[config.mk]
export PLATFORM = sky130hd
export DESIGN_NAME = modbus_rtu_frame_receiver_unit
export DESIGN_NICKNAME = d
export VERILOG_FILES = /design/src/rtl/mbrtu_pkg.sv /design/src/rtl/modbus_rtu_frame_receiver_unit.sv
export SDC_FILE = /design/constraint.sdc
export NUM_CORES = 1
export LEC_CHECK = 0
export ABC_CLOCK_PERIOD_IN_PS = 4500
export BUFFER_PORTS_ARGS = -buffer_cell sky130_fd_sc_hd__buf_4
export CORE_ASPECT_RATIO = 0.7
export CORE_UTILIZATION = 55
export CTS_CLUSTER_SIZE = 10
export DETAILED_ROUTE_END_ITERATION = 16
export GPL_TIMING_DRIVEN = 1
export PLACE_DENSITY = 0.87
export SYNTH_ARGS = -nofsm -noshare
export SYNTH_HDL_FRONTEND = slang
export SYNTH_SLANG_ARGS = --single-unit
[constraint.sdc]
create_clock -name clock -period 4.5 [get_ports clock]
set_input_delay 0 -clock clock [delete_from_list [all_inputs] [get_ports clock]]
set_output_delay 0 -clock clock [all_outputs]
set_load 0.01 [all_outputs]
[src/rtl/mbrtu_pkg.sv]
`timescale 1ns / 1ps
`default_nettype none

package mbrtu_pkg;

   // Largest byte count field a frame may carry
   localparam logic [7:0] MAX_DATA_BYTES = 8'd240;

   // Result status codes
   localparam logic [2:0] ST_BUSY = 3'd0;
   localparam logic [2:0] ST_OK   = 3'd1;
   localparam logic [2:0] ST_CRC  = 3'd2;
   localparam logic [2:0] ST_SIZE = 3'd3;
   localparam logic [2:0] ST_FUNC = 3'd4;
   localparam logic [2:0] ST_ADDR = 3'd5;

   // Register indexes
   localparam logic [1:0] CSR_ROLE      = 2'd0;
   localparam logic [1:0] CSR_OWN_ADDR  = 2'd1;
   localparam logic [1:0] CSR_BROADCAST = 2'd2;
   localparam logic [1:0] CSR_EXC_STAT  = 2'd3;

   // Roles
   localparam logic ROLE_MASTER = 1'b0;
   localparam logic ROLE_SLAVE  = 1'b1;

   // Function codes
   localparam logic [7:0] FC_EXC_MASK   = 8'h80;
   localparam logic [7:0] FC_READ_COILS = 8'h01;
   localparam logic [7:0] FC_READ_INREG = 8'h04;
   localparam logic [7:0] FC_WRITE_COIL = 8'h05;
   localparam logic [7:0] FC_WRITE_REG  = 8'h06;
   localparam logic [7:0] FC_EXC_STATUS = 8'h07;
   localparam logic [7:0] FC_WRITE_MCOIL = 8'h0F;
   localparam logic [7:0] FC_WRITE_MREG = 8'h10;
   localparam logic [7:0] FC_RW_MREG    = 8'h17;
   localparam logic [7:0] FC_ENCAP      = 8'h2B;

   // Frame lengths and byte count positions
   localparam logic [7:0] LEN_EXCEPTION = 8'd5;
   localparam logic [7:0] LEN_FIXED     = 8'd8;
   localparam logic [7:0] LEN_ENCAP     = 8'd7;
   localparam logic [7:0] LEN_EXC_STAT  = 8'd4;
   localparam logic [7:0] LEN_OVERHEAD  = 8'd4;
   localparam logic [7:0] POS_WRITE     = 8'd6;
   localparam logic [7:0] POS_RW        = 8'd10;
   localparam logic [7:0] POS_READ_RSP  = 8'd2;

   // CRC-16, reflected
   localparam logic [15:0] CRC_PRESET = 16'hFFFF;
   localparam logic [15:0] CRC_POLY   = 16'hA001;

   // Result word fields
   typedef struct packed {
      logic [7:0] payload_length;
      logic [7:0] byte_index;
      logic [7:0] data_byte;
      logic       frame_end;
      logic       is_payload;
      logic [2:0] status;
   } rsp_type;

   // Fold one byte into the CRC, one bit per step
   function automatic logic [15:0] crc16_byte(input logic [15:0] crc, input logic [7:0] b);
      logic [15:0] c;
      c = crc ^ {8'h00, b};
      for (int k = 0; k < 8; k++) begin
         if (c[0]) begin
            c = (c >> 1) ^ CRC_POLY;
         end else begin
            c = c >> 1;
         end
      end
      return c;
   endfunction

endpackage

`default_nettype wire

[src/rtl/modbus_rtu_frame_receiver_unit.sv]
`timescale 1ns / 1ps
`default_nettype none
// A word loads into the input register when accepted; the result register and
// the frame state load from it together when the decode stage advances.
// Throughput: one word per cycle unless rsp_tready stalls the result register;
// the CRC update and frame decode fit one stage.
// Reset (synchronous, active high) clears both stages and the frame state and
// loads register defaults: slave role, address 1, no broadcast, no function 0x07.
module modbus_rtu_frame_receiver_unit (
   input  wire logic        clock,
   input  wire logic        reset,
   // Received bytes
   input  wire logic        req_tvalid,
   output logic             req_tready,
   input  wire logic [7:0]  req_tdata,   // [7:0] rx_byte
   input  wire logic        req_tuser,   // [0] action (1 = frame gap)
   // Results
   output logic             rsp_tvalid,
   input  wire logic        rsp_tready,
   output logic [23:0]      rsp_tdata,   // [7:0] data_byte, [15:8] byte_index,
                                         // [23:16] payload_length
   output logic [3:0]       rsp_tuser,   // [2:0] status, [3] is_payload
   output logic             rsp_tlast,   // frame_end
   // Configuration
   input  wire logic        csr_we,
   input  wire logic [1:0]  csr_index,
   input  wire logic [7:0]  csr_wdata
);
   import mbrtu_pkg::*;

   logic        role_ff, bcast_ff, exc_stat_ff;
   logic [7:0]  own_addr_ff;

   logic        in_valid_ff, in_gap_ff;
   logic [7:0]  in_byte_ff;

   logic        out_valid_ff;
   rsp_type     out_ff, out_in;

   logic [7:0]  byte_count_ff, byte_count_in;
   logic [7:0]  func_ff, func_in;
   logic [7:0]  exp_len_ff, exp_len_in;
   logic [15:0] crc_ff, crc_in;

   logic        adv, process;

   // Advance when the result register is free or being drained
   assign adv        = !out_valid_ff || rsp_tready;
   assign process    = in_valid_ff && adv;
   assign req_tready = !in_valid_ff || adv;

   assign rsp_tvalid = out_valid_ff;
   assign rsp_tdata  = {out_ff.payload_length, out_ff.byte_index, out_ff.data_byte};
   assign rsp_tuser  = {out_ff.is_payload, out_ff.status};
   assign rsp_tlast  = out_ff.frame_end;

   // Decode one byte against the frame state
   always_comb begin
      logic [7:0]  b, idx, f, flen, pos, cnt;
      logic [15:0] crc_new;
      logic [2:0]  st;
      logic        acc, pay, fin;

      b       = in_byte_ff;
      idx     = byte_count_ff;
      f       = func_ff;
      flen    = 8'd0;
      pos     = POS_WRITE;
      st      = ST_BUSY;
      acc     = 1'b0;
      pay     = 1'b0;
      fin     = 1'b0;
      cnt     = idx + 8'd1;
      crc_new = crc16_byte(crc_ff, b);

      byte_count_in = byte_count_ff;
      func_in       = func_ff;
      exp_len_in    = exp_len_ff;
      crc_in        = crc_ff;
      out_in        = '0;

      if (in_gap_ff) begin
         byte_count_in = 8'd0;
         func_in       = 8'd0;
         exp_len_in    = 8'd0;
         crc_in        = CRC_PRESET;
      end else begin
         if (idx == 8'd0) begin
            if (role_ff == ROLE_SLAVE &&
                !(b == own_addr_ff || (bcast_ff && b == 8'd0))) begin
               st = ST_ADDR;
            end else begin
               acc = 1'b1;
            end
         end else if (idx == 8'd1) begin
            func_in = b;
            acc     = 1'b1;
         end else if (role_ff == ROLE_MASTER) begin
            if ((f & FC_EXC_MASK) != 8'd0) begin
               acc  = 1'b1;
               flen = LEN_EXCEPTION;
            end else if (f >= FC_READ_COILS && f <= FC_READ_INREG) begin
               if (idx == POS_READ_RSP) begin
                  if (b > MAX_DATA_BYTES) begin
                     st = ST_SIZE;
                  end else begin
                     acc        = 1'b1;
                     exp_len_in = b + LEN_EXCEPTION;
                     flen       = exp_len_in;
                  end
               end else if (exp_len_ff > idx) begin
                  acc  = 1'b1;
                  flen = exp_len_ff;
               end
            end else if (f inside {FC_WRITE_COIL, FC_WRITE_REG, FC_WRITE_MCOIL,
                                   FC_WRITE_MREG}) begin
               acc  = 1'b1;
               flen = LEN_FIXED;
            end else begin
               st = ST_FUNC;
            end
         end else begin
            if (f inside {FC_WRITE_MCOIL, FC_WRITE_MREG, FC_RW_MREG}) begin
               pos = (f == FC_RW_MREG) ? POS_RW : POS_WRITE;
               if (idx < pos) begin
                  acc = 1'b1;
               end else if (idx == pos) begin
                  if (b > MAX_DATA_BYTES) begin
                     st = ST_SIZE;
                  end else begin
                     acc        = 1'b1;
                     exp_len_in = b + pos + 8'd3;
                     flen       = exp_len_in;
                  end
               end else if (exp_len_ff > idx) begin
                  acc  = 1'b1;
                  flen = exp_len_ff;
               end
            end else if ((f >= FC_READ_COILS && f <= FC_WRITE_REG) || f == FC_ENCAP) begin
               acc  = 1'b1;
               flen = (f == FC_ENCAP) ? LEN_ENCAP : LEN_FIXED;
            end else if (f == FC_EXC_STATUS && exc_stat_ff) begin
               acc  = 1'b1;
               flen = LEN_EXC_STAT;
            end else begin
               st = ST_FUNC;
            end
         end

         out_in.data_byte  = b;
         out_in.byte_index = idx;

         if (st == ST_SIZE || st == ST_FUNC) begin
            fin           = 1'b1;
            byte_count_in = 8'd0;
            func_in       = 8'd0;
            exp_len_in    = 8'd0;
            crc_in        = CRC_PRESET;
         end else if (st == ST_ADDR) begin
            fin = 1'b1;
         end else if (acc) begin
            pay = (idx >= 8'd2) &&
                  (flen == 8'd0 || ({1'b0, idx} + 9'd2) < {1'b0, flen});
            crc_in        = crc_new;
            byte_count_in = cnt;
            if (flen != 8'd0 && cnt >= flen) begin
               fin = 1'b1;
               st  = (crc_new == 16'd0) ? ST_OK : ST_CRC;
               if (crc_new == 16'd0) begin
                  out_in.payload_length = cnt - LEN_OVERHEAD;
               end
               byte_count_in = 8'd0;
               func_in       = 8'd0;
               exp_len_in    = 8'd0;
               crc_in        = CRC_PRESET;
            end
         end

         out_in.status     = st;
         out_in.is_payload = pay;
         out_in.frame_end  = fin;
      end
   end

   // Configuration registers
   always_ff @(posedge clock) begin
      if (reset) begin
         role_ff     <= ROLE_SLAVE;
         own_addr_ff <= 8'd1;
         bcast_ff    <= 1'b0;
         exc_stat_ff <= 1'b0;
      end else if (csr_we) begin
         case (csr_index)
            CSR_ROLE:      role_ff     <= csr_wdata[0];
            CSR_OWN_ADDR:  own_addr_ff <= csr_wdata;
            CSR_BROADCAST: bcast_ff    <= csr_wdata[0];
            CSR_EXC_STAT:  exc_stat_ff <= csr_wdata[0];
            default:       ;
         endcase
      end
   end

   // Input register: hold the word until the decode stage takes it
   always_ff @(posedge clock) begin
      if (reset) begin
         in_valid_ff <= 1'b0;
      end else if (req_tready) begin
         in_valid_ff <= req_tvalid;
      end
      if (req_tready && req_tvalid) begin
         in_byte_ff <= req_tdata;
         in_gap_ff  <= req_tuser;
      end
   end

   // Frame state: advance on each decoded word
   always_ff @(posedge clock) begin
      if (reset) begin
         byte_count_ff <= 8'd0;
         func_ff       <= 8'd0;
         exp_len_ff    <= 8'd0;
         crc_ff        <= CRC_PRESET;
      end else if (process) begin
         byte_count_ff <= byte_count_in;
         func_ff       <= func_in;
         exp_len_ff    <= exp_len_in;
         crc_ff        <= crc_in;
      end
   end

   // Result register
   always_ff @(posedge clock) begin
      if (reset) begin
         out_valid_ff <= 1'b0;
      end else if (adv) begin
         out_valid_ff <= in_valid_ff;
      end
      if (process) begin
         out_ff <= out_in;
      end
   end

endmodule

`default_nettype wire

# After elaboration in Yosys (flattened, before gate mapping)
# Cells that the tools add are included.
dict set report word_totals {
  inputBits 24
  register_bits 91
  output_inout_bits 31
}
dict set report op_classes {
  n_reduce_logical 34
  mux 99
  add_sub_neg 6
  n_eq_ne 18
  magnitude_cmp 9
  bitwise 12
}
# op count
set ops {}
lappend ops {{2-to-1 mux 8 bit} 41}
lappend ops {{2-to-1 mux 16 bit} 13}
lappend ops {{2-to-1 mux 3 bit} 16}
lappend ops {{== test 8 x 3 -> 1 bit (second input constant)} 3}
lappend ops {{logical NOT 8 bit} 3}
lappend ops {{NOT 2 -> 3 bit} 8}
lappend ops {{2-to-1 mux 1 bit} 20}
lappend ops {{== test 8 x 5 -> 1 bit (second input constant)} 2}
lappend ops {{<= comparator 8 x 3 -> 1 bit (second input constant)} 2}
lappend ops {{logical NOT 16 bit} 1}
lappend ops {{2-to-1 mux 4 bit} 4}
lappend ops {{bitwise XOR 16 x 8 -> 16 bit} 1}
lappend ops {{2-to-1 mux 2 bit} 5}
lappend ops {{adder 8 x 2 -> 9 bit (second input constant)} 1}
lappend ops {{logical AND 1 bit} 9}
lappend ops {{less-than comparator 9 x 8 -> 1 bit} 1}
lappend ops {{adder 8 x 1 -> 8 bit (second input constant)} 1}
lappend ops {{adder 8 x 2 -> 8 bit (second input constant)} 1}
lappend ops {{adder 8 x 3 -> 8 bit (second input constant)} 1}
lappend ops {{adder 8 x 4 -> 8 bit} 1}
lappend ops {{== test 8 x 1 -> 1 bit (second input constant)} 1}
lappend ops {{== test 8 x 2 -> 1 bit (second input constant)} 1}
lappend ops {{== test 8 x 4 -> 1 bit} 1}
lappend ops {{== test 8 x 4 -> 1 bit (second input constant)} 1}
lappend ops {{25 further kinds} 40}

# Logic depth before layout (Yosys ltp)
# Gate-level depths: netlist of the first run.
dict set report depth {
  word_depth 23
  depth_mapped 26
}

# Worst setup path after synthesis of the first run
# No wires, ideal clock.
dict set report synth_path {
  kind {reg-to-reg}
  start {register func_ff[7]}
  end {register out_ff, in the netlist rsp_tdata[21], data pin}
  slack_ps -209
  setup_time_ps 139
  path_stages_with_launch 24
  arrival_time_ps 4570
  cell_sequence {dfxtp_1 > clkbuf_1 > nor4bb_1 > and4b_1 > inv_1 > ha_1 > o21ai_0 > nor3_1 > o211a_4 > a41o_1 > a21oi_1 > a2111oi_2 > inv_1 > ha_1 > o21a_1 > o21a_1 > o21ai_0 > nand2b_1 > a21oi_1 > o21ai_0 > o31ai_4 > or4_1 > buf_2 > nor2_1}
}
dict set report synth_between {
  elab_chain_cells 16
}
# element line_no
set synth_lines {}
lappend synth_lines {{start, declared} modbus_rtu_frame_receiver_unit.sv:41} ;# logic [7:0] func_ff, func_in;
lappend synth_lines {{start signal, assigned} modbus_rtu_frame_receiver_unit.sv:225} ;# func_ff <= func_in;
lappend synth_lines {{== test 8 x 5 -> 1 bit} {modbus_rtu_frame_receiver_unit.sv:123, modbus_rtu_frame_receiver_unit.sv:124}}
lappend synth_lines {{2-to-1 mux 4 bit} modbus_rtu_frame_receiver_unit.sv:124} ;# pos = (f == FC_RW_MREG) ? POS_RW : POS_WRITE;
lappend synth_lines {{adder 8 x 4 -> 8 bit} modbus_rtu_frame_receiver_unit.sv:132} ;# exp_len_in = b + pos + 8'd3;
lappend synth_lines {{adder 8 x 2 -> 8 bit} modbus_rtu_frame_receiver_unit.sv:132}
lappend synth_lines {{2-to-1 mux 8 bit} modbus_rtu_frame_receiver_unit.sv:128} ;# if (b > MAX_DATA_BYTES) begin
lappend synth_lines {{2-to-1 mux 8 bit} modbus_rtu_frame_receiver_unit.sv:127} ;# end else if (idx == pos) begin
lappend synth_lines {{2-to-1 mux 8 bit} modbus_rtu_frame_receiver_unit.sv:125} ;# if (idx < pos) begin
lappend synth_lines {{2-to-1 mux 8 bit} modbus_rtu_frame_receiver_unit.sv:123} ;# if (f inside {FC_WRITE_MCOIL, FC_WRITE_MREG, FC_RW_MREG}) begin
lappend synth_lines {{2-to-1 mux 8 bit} modbus_rtu_frame_receiver_unit.sv:98} ;# end else if (role_ff == ROLE_MASTER) begin
lappend synth_lines {{2-to-1 mux 8 bit} modbus_rtu_frame_receiver_unit.sv:95} ;# end else if (idx == 8'd1) begin
lappend synth_lines {{2-to-1 mux 8 bit} modbus_rtu_frame_receiver_unit.sv:88} ;# if (idx == 8'd0) begin
lappend synth_lines {{2-to-1 mux 8 bit} modbus_rtu_frame_receiver_unit.sv:82} ;# if (in_gap_ff) begin
lappend synth_lines {{>= comparator 8 bit or nonzero test 8 bit (tied branches)} modbus_rtu_frame_receiver_unit.sv:166} ;# if (flen != 8'd0 && cnt >= flen) begin
lappend synth_lines {{logical AND 1 bit} modbus_rtu_frame_receiver_unit.sv:166}
lappend synth_lines {{NOT 1 bit (no line)} -}
lappend synth_lines {{OR reduction 6 bit (no line) (*)} -}
lappend synth_lines {{end signal, assigned} modbus_rtu_frame_receiver_unit.sv:239} ;# out_ff <= out_in;
lappend synth_lines {{end, declared} modbus_rtu_frame_receiver_unit.sv:38} ;# rsp_type out_ff, out_in;
# Mark *: on every way between the ends. The rest lies on a longest branch, timed or not. The select of a mux whose other input is x is not followed.
# A chain may end at the register's enable or synchronous reset.

# Worst setup path in the final report of the first run
dict set report layout_path {
  start {register func_ff[7]}
  end {register out_ff, in the netlist rsp_tuser[1], data pin}
}
dict set report layout_between {
  elab_chain_cells 18
}
# element line_no
set layout_lines {}
lappend layout_lines {{== test 8 x 5 -> 1 bit} {modbus_rtu_frame_receiver_unit.sv:123, modbus_rtu_frame_receiver_unit.sv:124}}
lappend layout_lines {{2-to-1 mux 4 bit} modbus_rtu_frame_receiver_unit.sv:124}
lappend layout_lines {{adder 8 x 4 -> 8 bit} modbus_rtu_frame_receiver_unit.sv:132}
lappend layout_lines {{adder 8 x 2 -> 8 bit} modbus_rtu_frame_receiver_unit.sv:132}
lappend layout_lines {{2-to-1 mux 8 bit} modbus_rtu_frame_receiver_unit.sv:128}
lappend layout_lines {{2-to-1 mux 8 bit} modbus_rtu_frame_receiver_unit.sv:127}
lappend layout_lines {{2-to-1 mux 8 bit} modbus_rtu_frame_receiver_unit.sv:125}
lappend layout_lines {{2-to-1 mux 8 bit} modbus_rtu_frame_receiver_unit.sv:123}
lappend layout_lines {{[... 2 more ...]} -}
lappend layout_lines {{2-to-1 mux 8 bit} modbus_rtu_frame_receiver_unit.sv:88}
lappend layout_lines {{2-to-1 mux 8 bit} modbus_rtu_frame_receiver_unit.sv:82}
lappend layout_lines {{>= comparator 8 bit or nonzero test 8 bit (tied branches)} modbus_rtu_frame_receiver_unit.sv:166}
lappend layout_lines {{logical AND 1 bit} modbus_rtu_frame_receiver_unit.sv:166}
lappend layout_lines {{2-to-1 mux 3 bit} modbus_rtu_frame_receiver_unit.sv:166}
lappend layout_lines {{2-to-1 mux 3 bit} modbus_rtu_frame_receiver_unit.sv:161} ;# end else if (acc) begin
lappend layout_lines {{2-to-1 mux 3 bit} modbus_rtu_frame_receiver_unit.sv:159} ;# end else if (st == ST_ADDR) begin
lappend layout_lines {{2-to-1 mux 3 bit (*)} modbus_rtu_frame_receiver_unit.sv:153} ;# if (st == ST_SIZE || st == ST_FUNC) begin
# Marks and branches as above.

==> results of run 1 <==
-- worst register-to-register path, cell delays in order, from the launching register on --
cell and delay (ns):
sky130_fd_sc_hd__dfxtp_2 0.34, sky130_fd_sc_hd__nor4bb_4 0.37, sky130_fd_sc_hd__and4b_1 0.30, sky130_fd_sc_hd__inv_2 0.07
sky130_fd_sc_hd__ha_4 0.28, sky130_fd_sc_hd__nand3b_1 0.11, sky130_fd_sc_hd__nor4_2 0.28, sky130_fd_sc_hd__or2_1 0.19
sky130_fd_sc_hd__buf_4 0.18, sky130_fd_sc_hd__o31ai_1 0.10, sky130_fd_sc_hd__a22oi_1 0.22, sky130_fd_sc_hd__inv_1 0.09
sky130_fd_sc_hd__ha_1 0.30, sky130_fd_sc_hd__a21boi_2 0.15, sky130_fd_sc_hd__o21a_1 0.13, sky130_fd_sc_hd__o21a_1 0.11
sky130_fd_sc_hd__o21ai_1 0.06, sky130_fd_sc_hd__nand2b_1 0.09, sky130_fd_sc_hd__a21oi_2 0.06, sky130_fd_sc_hd__o21ai_2 0.17
sky130_fd_sc_hd__o31ai_4 0.16, sky130_fd_sc_hd__buf_4 0.18, sky130_fd_sc_hd__or2_2 0.31, sky130_fd_sc_hd__and4b_1 0.20
-- where the power goes --
group          total (mW)  internal [mW]  leakage (nW)  switching, mW
clock network       0.735          0.382         0.140          0.353
logic               0.342          0.144          2.24          0.198
registers           0.909          0.886         0.793         0.0232
-- timing repair --
| action | 4_1_cts | 5_1_grt |
|---|---|---|
| gates resized for setup | 28 | 39 |
| hold endpoints to repair | 21 | 0 |
| hold buffers | 19 | 0 |
| pin swaps | 21 | 16 |
| gates cloned | 0 | 2 |
| setup endpoints to repair | 52 | 52 |
| setup buffers | 8 | 1 |
-- kinds of logic after synthesis --
kind of cell / synth area share
multiplexers: 0.0162
AO/OA/AOI/OAI: 0.186
flip-flops: 0.356
buffers and inverters: 0.0500
XOR/XNOR: 0.0794
adder cells (fa/ha/maj): 0.0769
AND/OR/NAND/NOR: 0.235
-- cell usage after synthesis (all sizes together), types with 4 or more instances --
cell / n / area (um2)
a31oi: 17 / 106
nand3b: 4 / 30.0
clkbuf: 27 / 103
xor2: 9 / 78.8
nand2: 39 / 146
or2: 12 / 75.1
nor2b: 8 / 50.1
nand2b: 21 / 131
o22ai: 10 / 62.6
dfxtp: 53 / 1060
o21ai: 21 / 105
inv: 30 / 113
a41oi: 12 / 105
and2: 5 / 31.3
nor4: 8 / 56.3
nor3: 26 / 145
ha: 38 / 475
mux2i: 10 / 100
o21a: 8 / 60.1
o31ai: 4 / 43.8
nand3: 21 / 123
a211o: 5 / 43.8
a211oi: 6 / 45.0
o211ai: 6 / 50.1
edfxtp: 38 / 1140
a21oi: 28 / 144
xnor2: 47 / 412
nand4: 19 / 119
o32a: 7 / 70.1
or3: 5 / 31.3
nor2: 79 / 297
buf: 15 / 90.1
nand4b: 4 / 56.3
-- metal layers --
metal	share of wire	global-route usage	vias to the layer above
met5	0	0	-
li1	-	-	2834
met1	0.40	0.547	3048
met2	0.42	0.552	559
met3	0.14	0.100	128
met4	0.038	0.109	0
-- how the worst max path moves through the flow --
stage / from / endpoint / slack (ns) / depth (start not counted)
after floorplan: func_ff[7] / crc_ff[13] / 0.02 / 23
after global placement: func_ff[0] / rsp_tdata[20] / -0.20 / 21
after detailed placement: func_ff[0] / rsp_tdata[21] / -0.44 / 21
after CTS: func_ff[7] / rsp_tuser[1] / 0.007 / 20
after global routing: func_ff[7] / rsp_tuser[1] / -0.41 / 23
final: func_ff[7] / rsp_tuser[1] / -0.19 / 23
-- metrics by stage --
stage	worst slack, ns	hold WS, ns	utilization	cells
after CTS	0.00745	0.00335	0.746	983
after detailed placement	-0.445	0.180	0.684	940
after floorplan	0.0233	0.0989	-	690
after global routing	-0.407	0.0471	0.770	985
after global placement	-0.204	0.179	0.684	940
final	-0.191	0.00297	0.770	985
-- registers in the layout, indices dropped and copies added, names as in the netlist --
signal / count
bcast_ff: 1
byte_count_ff: 8
crc_ff: 16
exc_stat_ff: 1
exp_len_ff: 8
func_ff: 8
in_byte_ff: 8
in_gap_ff: 1
in_valid_ff: 1
own_addr_ff: 8
role_ff: 1
rsp_tdata: 24
rsp_tlast: 1
rsp_tuser: 4
rsp_tvalid: 1
-- area by class of cell --
type | count | area [um2]
sequential | 91 | 2210
clock buffer | 10 | 229
timing repair buffer | 172 | 1400
fill | 706 | 2440
inverter | 31 | 116
clock inverter | 6 | 46.3
tap | 148 | 185
multi-input combinational | 527 | 4010
==> impl_table.tex, run 1 <==
\begin{tabular}{lr}
\hline
Metric & Value \\
\hline
\multicolumn{2}{l}{\textbf{Run status}} \\
\quad Run status & complete, but fails checks \\
\quad Failing checks & negative setup slack \\
\multicolumn{2}{l}{\textbf{Synthesis}} \\
\quad Most instantiated flip-flop cell in the synthesis netlist & sky130\_fd\_sc\_hd\_\_dfxtp\_1 \\
\quad Synth Cell Area & 0.00618 mm2 \\
\quad Post-synthesis async set-or-reset flop share & 0 \\
\quad Cell count after synthesis & 690 \\
\quad Register bit total from synthesis & 91 \\
\quad Number of synthesized flops with an enable pin & 38 \\
\quad Number of library cell types mapped by synthesis & 84 \\
\quad Seq/Total Area, Yosys & 0.356 \\
\quad Warnings, synthesis & 0 \\
\quad Average cell area after synthesis & roughly 9.0 um2 \\
\quad Synthesized netlist net count & $\sim$750 \\
\multicolumn{2}{l}{\textbf{Clocking}} \\
\quad Clock slew at the register clock pins of the worst setup and hold paths & around 0.07 ns \\
\quad Clock net sink count & 91 \\
\quad Buffer type at the clock tree root & sky130\_fd\_sc\_hd\_\_clkbuf\_16 \\
\quad TritonCTS Buffers & 9 \\
\quad Maximum count of clock buffers along a single path & 2 \\
\quad Number of H-tree branching levels & 3 \\
\quad CTS tree & built \\
\quad Skew-Pair Late Insertion Delay & about 0.35 ns \\
\multicolumn{2}{l}{\textbf{Detailed routing}} \\
\quad Detailed-route DRC error count & 0 \\
\quad Mean routed wirelength per cell & between 20 and 25 um \\
\quad First-pass DRT Iterations & 6 \\
\quad Detailed-route vias per instance & 6.67 \\
\quad Detail Route Antenna Nets & 0 \\
\quad DR vias & about 6600 \\
\quad Initial DRC Count & roughly 840 \\
\quad DRT Wirelength & 22600 um \\
\multicolumn{2}{l}{\textbf{Setup path}} \\
\quad Arrival time worst endpoint & 4.79 ns \\
\quad Worst r2r path cells & 23 \\
\quad Crit Path Max Fanout & 8 \\
\quad Critical register-to-register path startpoint & func\_ff[7] \\
\quad Critical-path cell with the highest stage delay & sky130\_fd\_sc\_hd\_\_nor4bb\_4 \\
\quad Register-to-register path setup slack & -0.19 ns \\
\quad Buffer and inverter count on the worst path & 4 \\
\quad CP required & between 4 and 5 ns \\
\quad Type of the setup path with the least slack & flop to flop \\
\quad Critical path's top delay family & simple AND/OR/NAND/NOR gates \\
\quad Category of the worst setup path capture point & flop \\
\quad Reg2reg end & rsp\_tuser[1] \\
\quad Crit path cell chain & nor4bb\_4 -> and4b\_1 -> inv\_2 -> ha\_4 -> nand3b\_1 -> nor4\_2 -> or2\_1 -> buf\_4 -> o31ai\_1 -> a22oi\_1 -> inv\_1 -> ha\_1 -> a21boi\_2 -> o21a\_1 -> o21a\_1 -> o21ai\_1 -> nand2b\_1 -> a21oi\_2 -> o21ai\_2 -> o31ai\_4 -> buf\_4 -> or2\_2 -> and4b\_1 \\
\quad Kind of start point of the critical path & flop \\
\quad Largest stage delay on the critical path & about 0.37 ns \\
\multicolumn{2}{l}{\textbf{Global routing}} \\
\quad Wire length of the first global-routing pass & around 33000 um \\
\quad Number of antenna violations at the first check in global routing & 0 \\
\quad Number of global-route vias before repair & roughly 6000 \\
\quad GR Util All Layers & 0.380 \\
\quad Aggregate global routing overflow & 0 \\
\quad Largest net degree at the start of global routing & slightly below 60 \\
\multicolumn{2}{l}{\textbf{Worst hold path}} \\
\quad Min-delay src & csr\_index[1] \\
\quad Hold Path Stages & 4 \\
\quad Endpoint, Worst Hold & role\_ff \\
\quad HP Class & input port to flop \\
\multicolumn{2}{l}{\textbf{Placed design}} \\
\quad Placer's final routability congestion estimate & between 1 and 1.5 \\
\quad Dpl cell area & 0.00727 mm2 \\
\quad HPWL Detailed & around 15000 um \\
\quad Buffers on Ports & 54 \\
\multicolumn{2}{l}{\textbf{Timing}} \\
\quad Final period utilization & 1.04 \\
\quad Pin slew with the least headroom to its limit & about 0.96 ns \\
\quad Number of failing hold endpoints at the final stage & 0 \\
\quad Tightest slew margin relative to the limit & 0.355 \\
\quad Aggregate negative setup slack & -2.94 ns \\
\quad RSZ-0062 raised after global routing & yes \\
\quad Time the final worst path needs with I/O delays and setup & around 4.7 ns \\
\quad Final Worst Setup Slack & -0.191 ns \\
\quad Fmax & $\sim$210 MHz \\
\quad Final-report setup violation count & 35 \\
\quad Final Max Tran Viols & 0 \\
\quad Clock skew after layout & between 0.01 and 0.015 ns \\
\multicolumn{2}{l}{\textbf{Finish}} \\
\quad Number of diodes added for antenna fixing & 0 \\
\quad Final design area excluding fillers & approximately 0.0082 mm2 \\
\quad Most common cell after layout, fill and taps aside & sky130\_fd\_sc\_hd\_\_buf\_4 \\
\quad Most used cells in the layout excluding fill and tap cells & 145 x sky130\_fd\_sc\_hd\_\_buf\_4, 76 x sky130\_fd\_sc\_hd\_\_nor2\_1, 50 x sky130\_fd\_sc\_hd\_\_dfxtp\_1, 45 x sky130\_fd\_sc\_hd\_\_xnor2\_1 \\
\quad Number of nets in the layout & 894 \\
\quad Fraction of final layout cells with drive strength greater than 1 & 0.287 \\
\quad Layout overhead on the synthesized area & 32.5\% \\
\multicolumn{2}{l}{\textbf{Floorplan}} \\
\quad Die width & approximately 130 um \\
\quad Initial Utilization & 0.582 \\
\quad Die Span Y & 90.7 um \\
\quad DIE AREA & about 0.012 mm2 \\
\quad Row count & 31 \\
\quad Core Footprint & roughly 0.011 mm2 \\
\quad Ports placed on the boundary & 55 \\
\multicolumn{2}{l}{\textbf{Pwr}} \\
\quad Worst-case vdd ir drop & around 0.19 mV \\
\quad Design Power & roughly 2 mW \\
\quad Leakage & $\sim$3.2 nW \\
\quad Power per unit of standard cell area & around 240 mW/mm2 \\
\multicolumn{2}{l}{\textbf{Flow run}} \\
\quad Number of max-cap violations & 0 \\
\hline
\end{tabular}
Note: power is estimated with default switching activity, not from simulation.
==> inputs of run 2 (changes only) <==
--- a/config.mk
+++ b/config.mk
@@ -8,11 +8,11 @@
 export ABC_CLOCK_PERIOD_IN_PS = 4500
 export BUFFER_PORTS_ARGS = -buffer_cell sky130_fd_sc_hd__buf_4
 export CORE_ASPECT_RATIO = 0.7
-export CORE_UTILIZATION = 55
+export CORE_UTILIZATION = 46
 export CTS_CLUSTER_SIZE = 10
 export DETAILED_ROUTE_END_ITERATION = 16
 export GPL_TIMING_DRIVEN = 1
-export PLACE_DENSITY = 0.87
+export PLACE_DENSITY = 0.77
 export SYNTH_ARGS = -nofsm -noshare
 export SYNTH_HDL_FRONTEND = slang
 export SYNTH_SLANG_ARGS = --single-unit
==> impl_table.tex, run 2 (synthesized netlist as in run 1, its figures left out) <==
\begin{tabular}{lr}
\hline
Metric & Value \\
\hline
\multicolumn{2}{l}{\textbf{Run status}} \\
\quad Run status & complete, but fails checks \\
\quad Failing checks & negative setup slack \\
\multicolumn{2}{l}{\textbf{Setup path}} \\
\quad Worst r2r path cells & 23 \\
\quad Category of the worst setup path capture point & flop \\
\quad Arrival time worst endpoint & 4.80 ns \\
\quad Critical Path Stages & 23 \\
\quad CP required & between 4 and 5 ns \\
\quad Type of the setup path with the least slack & flop to flop \\
\quad Kind of start point of the critical path & flop \\
\quad Crit Path Max Fanout & 7 \\
\quad Critical path's top delay family & compound AO/OA/AOI/OAI gates \\
\quad Crit path cell chain & nor4bb\_4 -> and4b\_1 -> inv\_2 -> ha\_4 -> nand3b\_1 -> nor4\_4 -> or2\_1 -> a41o\_1 -> a31oi\_4 -> a2111oi\_4 -> inv\_1 -> ha\_1 -> o21a\_1 -> o21a\_1 -> o21ai\_1 -> nand2b\_1 -> a21oi\_2 -> o21ai\_2 -> o31ai\_4 -> buf\_4 -> buf\_6 -> nand3\_4 -> o32a\_1 \\
\quad Critical-path cell with the highest stage delay & sky130\_fd\_sc\_hd\_\_a2111oi\_4 \\
\quad Largest stage delay on the critical path & approximately 0.36 ns \\
\quad Buffer and inverter count on the worst path & 4 \\
\quad Critical Path Most Common Cell & sky130\_fd\_sc\_hd\_\_o21a\_1 \\
\multicolumn{2}{l}{\textbf{Floorplan}} \\
\quad Ports placed on the boundary & 55 \\
\quad Initial Utilization & 0.470 \\
\quad Die width & 141 um \\
\quad Core Footprint & 0.0131 mm2 \\
\quad Row count & 35 \\
\quad DIE AREA & around 0.014 mm2 \\
\quad Die Span Y & about 99 um \\
\multicolumn{2}{l}{\textbf{Finish}} \\
\quad Number of nets in the layout & approximately 920 \\
\quad Most used cells in the layout excluding fill and tap cells & 167 x sky130\_fd\_sc\_hd\_\_buf\_4, 76 x sky130\_fd\_sc\_hd\_\_nor2\_1, 50 x sky130\_fd\_sc\_hd\_\_dfxtp\_1, 47 x sky130\_fd\_sc\_hd\_\_xnor2\_1 \\
\quad Fill cells & between 1000 and 1500 \\
\quad Number of diodes added for antenna fixing & 0 \\
\quad Final design area excluding fillers & 0.00826 mm2 \\
\quad Fraction of final layout cells with drive strength greater than 1 & 0.286 \\
\quad Share of the core filled with cells in the final layout & 0.629 \\
\quad Largest register FFs & 24 \\
\quad Layout overhead on the synthesized area & 33.7\% \\
\quad Most common cell after layout, fill and taps aside & sky130\_fd\_sc\_hd\_\_buf\_4 \\
\multicolumn{2}{l}{\textbf{Global routing}} \\
\quad Wire length of the first global-routing pass & around 33000 um \\
\quad Number of global-route vias before repair & between 5000 and 6000 \\
\quad Number of antenna violations at the first check in global routing & 0 \\
\quad GR Util All Layers & 0.313 \\
\quad Largest net degree at the start of global routing & 58 \\
\quad Aggregate global routing overflow & 0 \\
\multicolumn{2}{l}{\textbf{Pwr}} \\
\quad Leakage & 3.23 nW \\
\quad Power per unit of standard cell area & 239 mW/mm2 \\
\quad Worst-case vdd ir drop & 0.193 mV \\
\multicolumn{2}{l}{\textbf{Timing}} \\
\quad Tightest slew margin relative to the limit & 0.128 \\
\quad Time the final worst path needs with I/O delays and setup & roughly 4.6 ns \\
\quad Pin slew with the least headroom to its limit & about 1.3 ns \\
\quad Final Worst Setup Slack & -0.0655 ns \\
\quad Final hold slack & 0.0111 ns \\
\quad Aggregate negative setup slack & -0.173 ns \\
\quad Final period utilization & 1.01 \\
\quad Final-report setup violation count & 10 \\
\quad Clock skew after layout & $\sim$0.0099 ns \\
\quad Number of failing hold endpoints at the final stage & 0 \\
\quad RSZ-0062 raised after global routing & yes \\
\quad Fmax & around 220 MHz \\
\quad Final Max Tran Viols & 0 \\
\multicolumn{2}{l}{\textbf{Clocking}} \\
\quad Number of H-tree branching levels & 3 \\
\quad Maximum count of clock buffers along a single path & 2 \\
\quad CTS tree & built \\
\quad Buffer type at the clock tree root & sky130\_fd\_sc\_hd\_\_clkbuf\_16 \\
\quad Skew-Pair Late Insertion Delay & around 0.35 ns \\
\quad TritonCTS Buffers & 9 \\
\quad Clock net sink count & 91 \\
\quad Clock slew at the register clock pins of the worst setup and hold paths & approximately 0.070 ns \\
\multicolumn{2}{l}{\textbf{Detailed routing}} \\
\quad Initial DRC Count & 699 \\
\quad Detailed-route vias per instance & around 6 \\
\quad Length of routed met2 wiring & 8840 um \\
\quad Detail Route Antenna Nets & 0 \\
\quad Wl on met1 & just under 10000 um \\
\quad First-pass DRT Iterations & 5 \\
\quad Mean routed wirelength per cell & about 21 um \\
\quad Highest Signal Layer & met4 \\
\quad Detailed-route DRC error count & 0 \\
\quad DRT Wirelength & around 21000 um \\
\quad DR vias & around 6300 \\
\quad Met3 Routed Length & 2440 um \\
\multicolumn{2}{l}{\textbf{Worst hold path}} \\
\quad Hold Path Stages & 4 \\
\quad HP Class & input port to flop \\
\multicolumn{2}{l}{\textbf{Flow run}} \\
\quad Number of max-cap violations & 0 \\
\multicolumn{2}{l}{\textbf{Placed design}} \\
\quad Placer's final routability congestion estimate & approximately 0.97 \\
\quad Dpl cell area & about 0.0074 mm2 \\
\quad Post-Place Setup Slack & -0.398 ns \\
\quad Buffers on Ports & 54 \\
\quad HPWL Detailed & roughly 16000 um \\
\hline
\end{tabular}
-- run 2: changes by cell type in the layout (fill, tap and decap cells not counted), moves of 4 or more --
cell / before / now
sky130_fd_sc_hd__o22ai_1: 3 / 7
sky130_fd_sc_hd__buf_6: 5 / 10
sky130_fd_sc_hd__a41oi_2: 4 / 0
sky130_fd_sc_hd__a41oi_1: 8 / 12
sky130_fd_sc_hd__buf_4: 145 / 167
-- run 2: final cells by class --
cell class / instances / area [um2] / area share
flip-flops and latches: 91 / 2210 / 0.267
clock inverters: 7 / 63.8 / 0.00772
inverters: 31 / 116 / 0.0141
multi-input cells: 527 / 3890 / 0.470
repair buffers: 196 / 1560 / 0.188
well taps: 166 / 208 / 0.0251
clock buffers: 9 / 225 / 0.0273
-- run 2: power breakdown --
part | switching (mW) | internal, mW
Combinational | 0.191 | 0.146
Sequential | 0.0179 | 0.886
Clock | 0.354 | 0.383
Total | 0.563 | 1.42
-- run 2: stage by stage --
step / power (mW) / cells
after global placement: 1.22 / 972
after floorplan: 1.10 / 690
after global routing: 2.04 / 1027
after CTS: 1.97 / 1018
final: 1.98 / 1027
after detailed placement: 1.22 / 972
-- run 2: tightest hold or removal path, delay by kind of cell --
kind	cells	cell delay, ns
simple gates	2	0.13
compound gates	1	0.10
buf+inv	1	0.09
-- run 2: what timing repair did --
| item | CTS | global route |
|---|---|---|
| endpoints found under the hold margin | 21 | 0 |
| pin swaps | 24 | 13 |
| hold buffers | 19 | 0 |
| buffers inserted | 10 | 10 |
| endpoints found under the setup margin | 52 | 52 |
| gates cloned | 1 | 0 |
| resized for setup | 24 | 30 |
-- run 2: worst paths after layout --
check	slack, ns	endpoint	startpoint
hold / removal	0.01	role_ff	csr_index[1]
setup / recovery	-0.07	crc_ff[15]	func_ff[6]
hold reg to reg	0.50	own_addr_ff[0]	own_addr_ff[0]
setup reg to reg	-0.07	crc_ff[15]	func_ff[6]
-- run 2: metal layers --
metal	up-vias	track usage
li1	2873	-
met1	3067	0.461
met2	349	0.450
met3	43	0.0768
met4	0	0.0853
met5	-	0
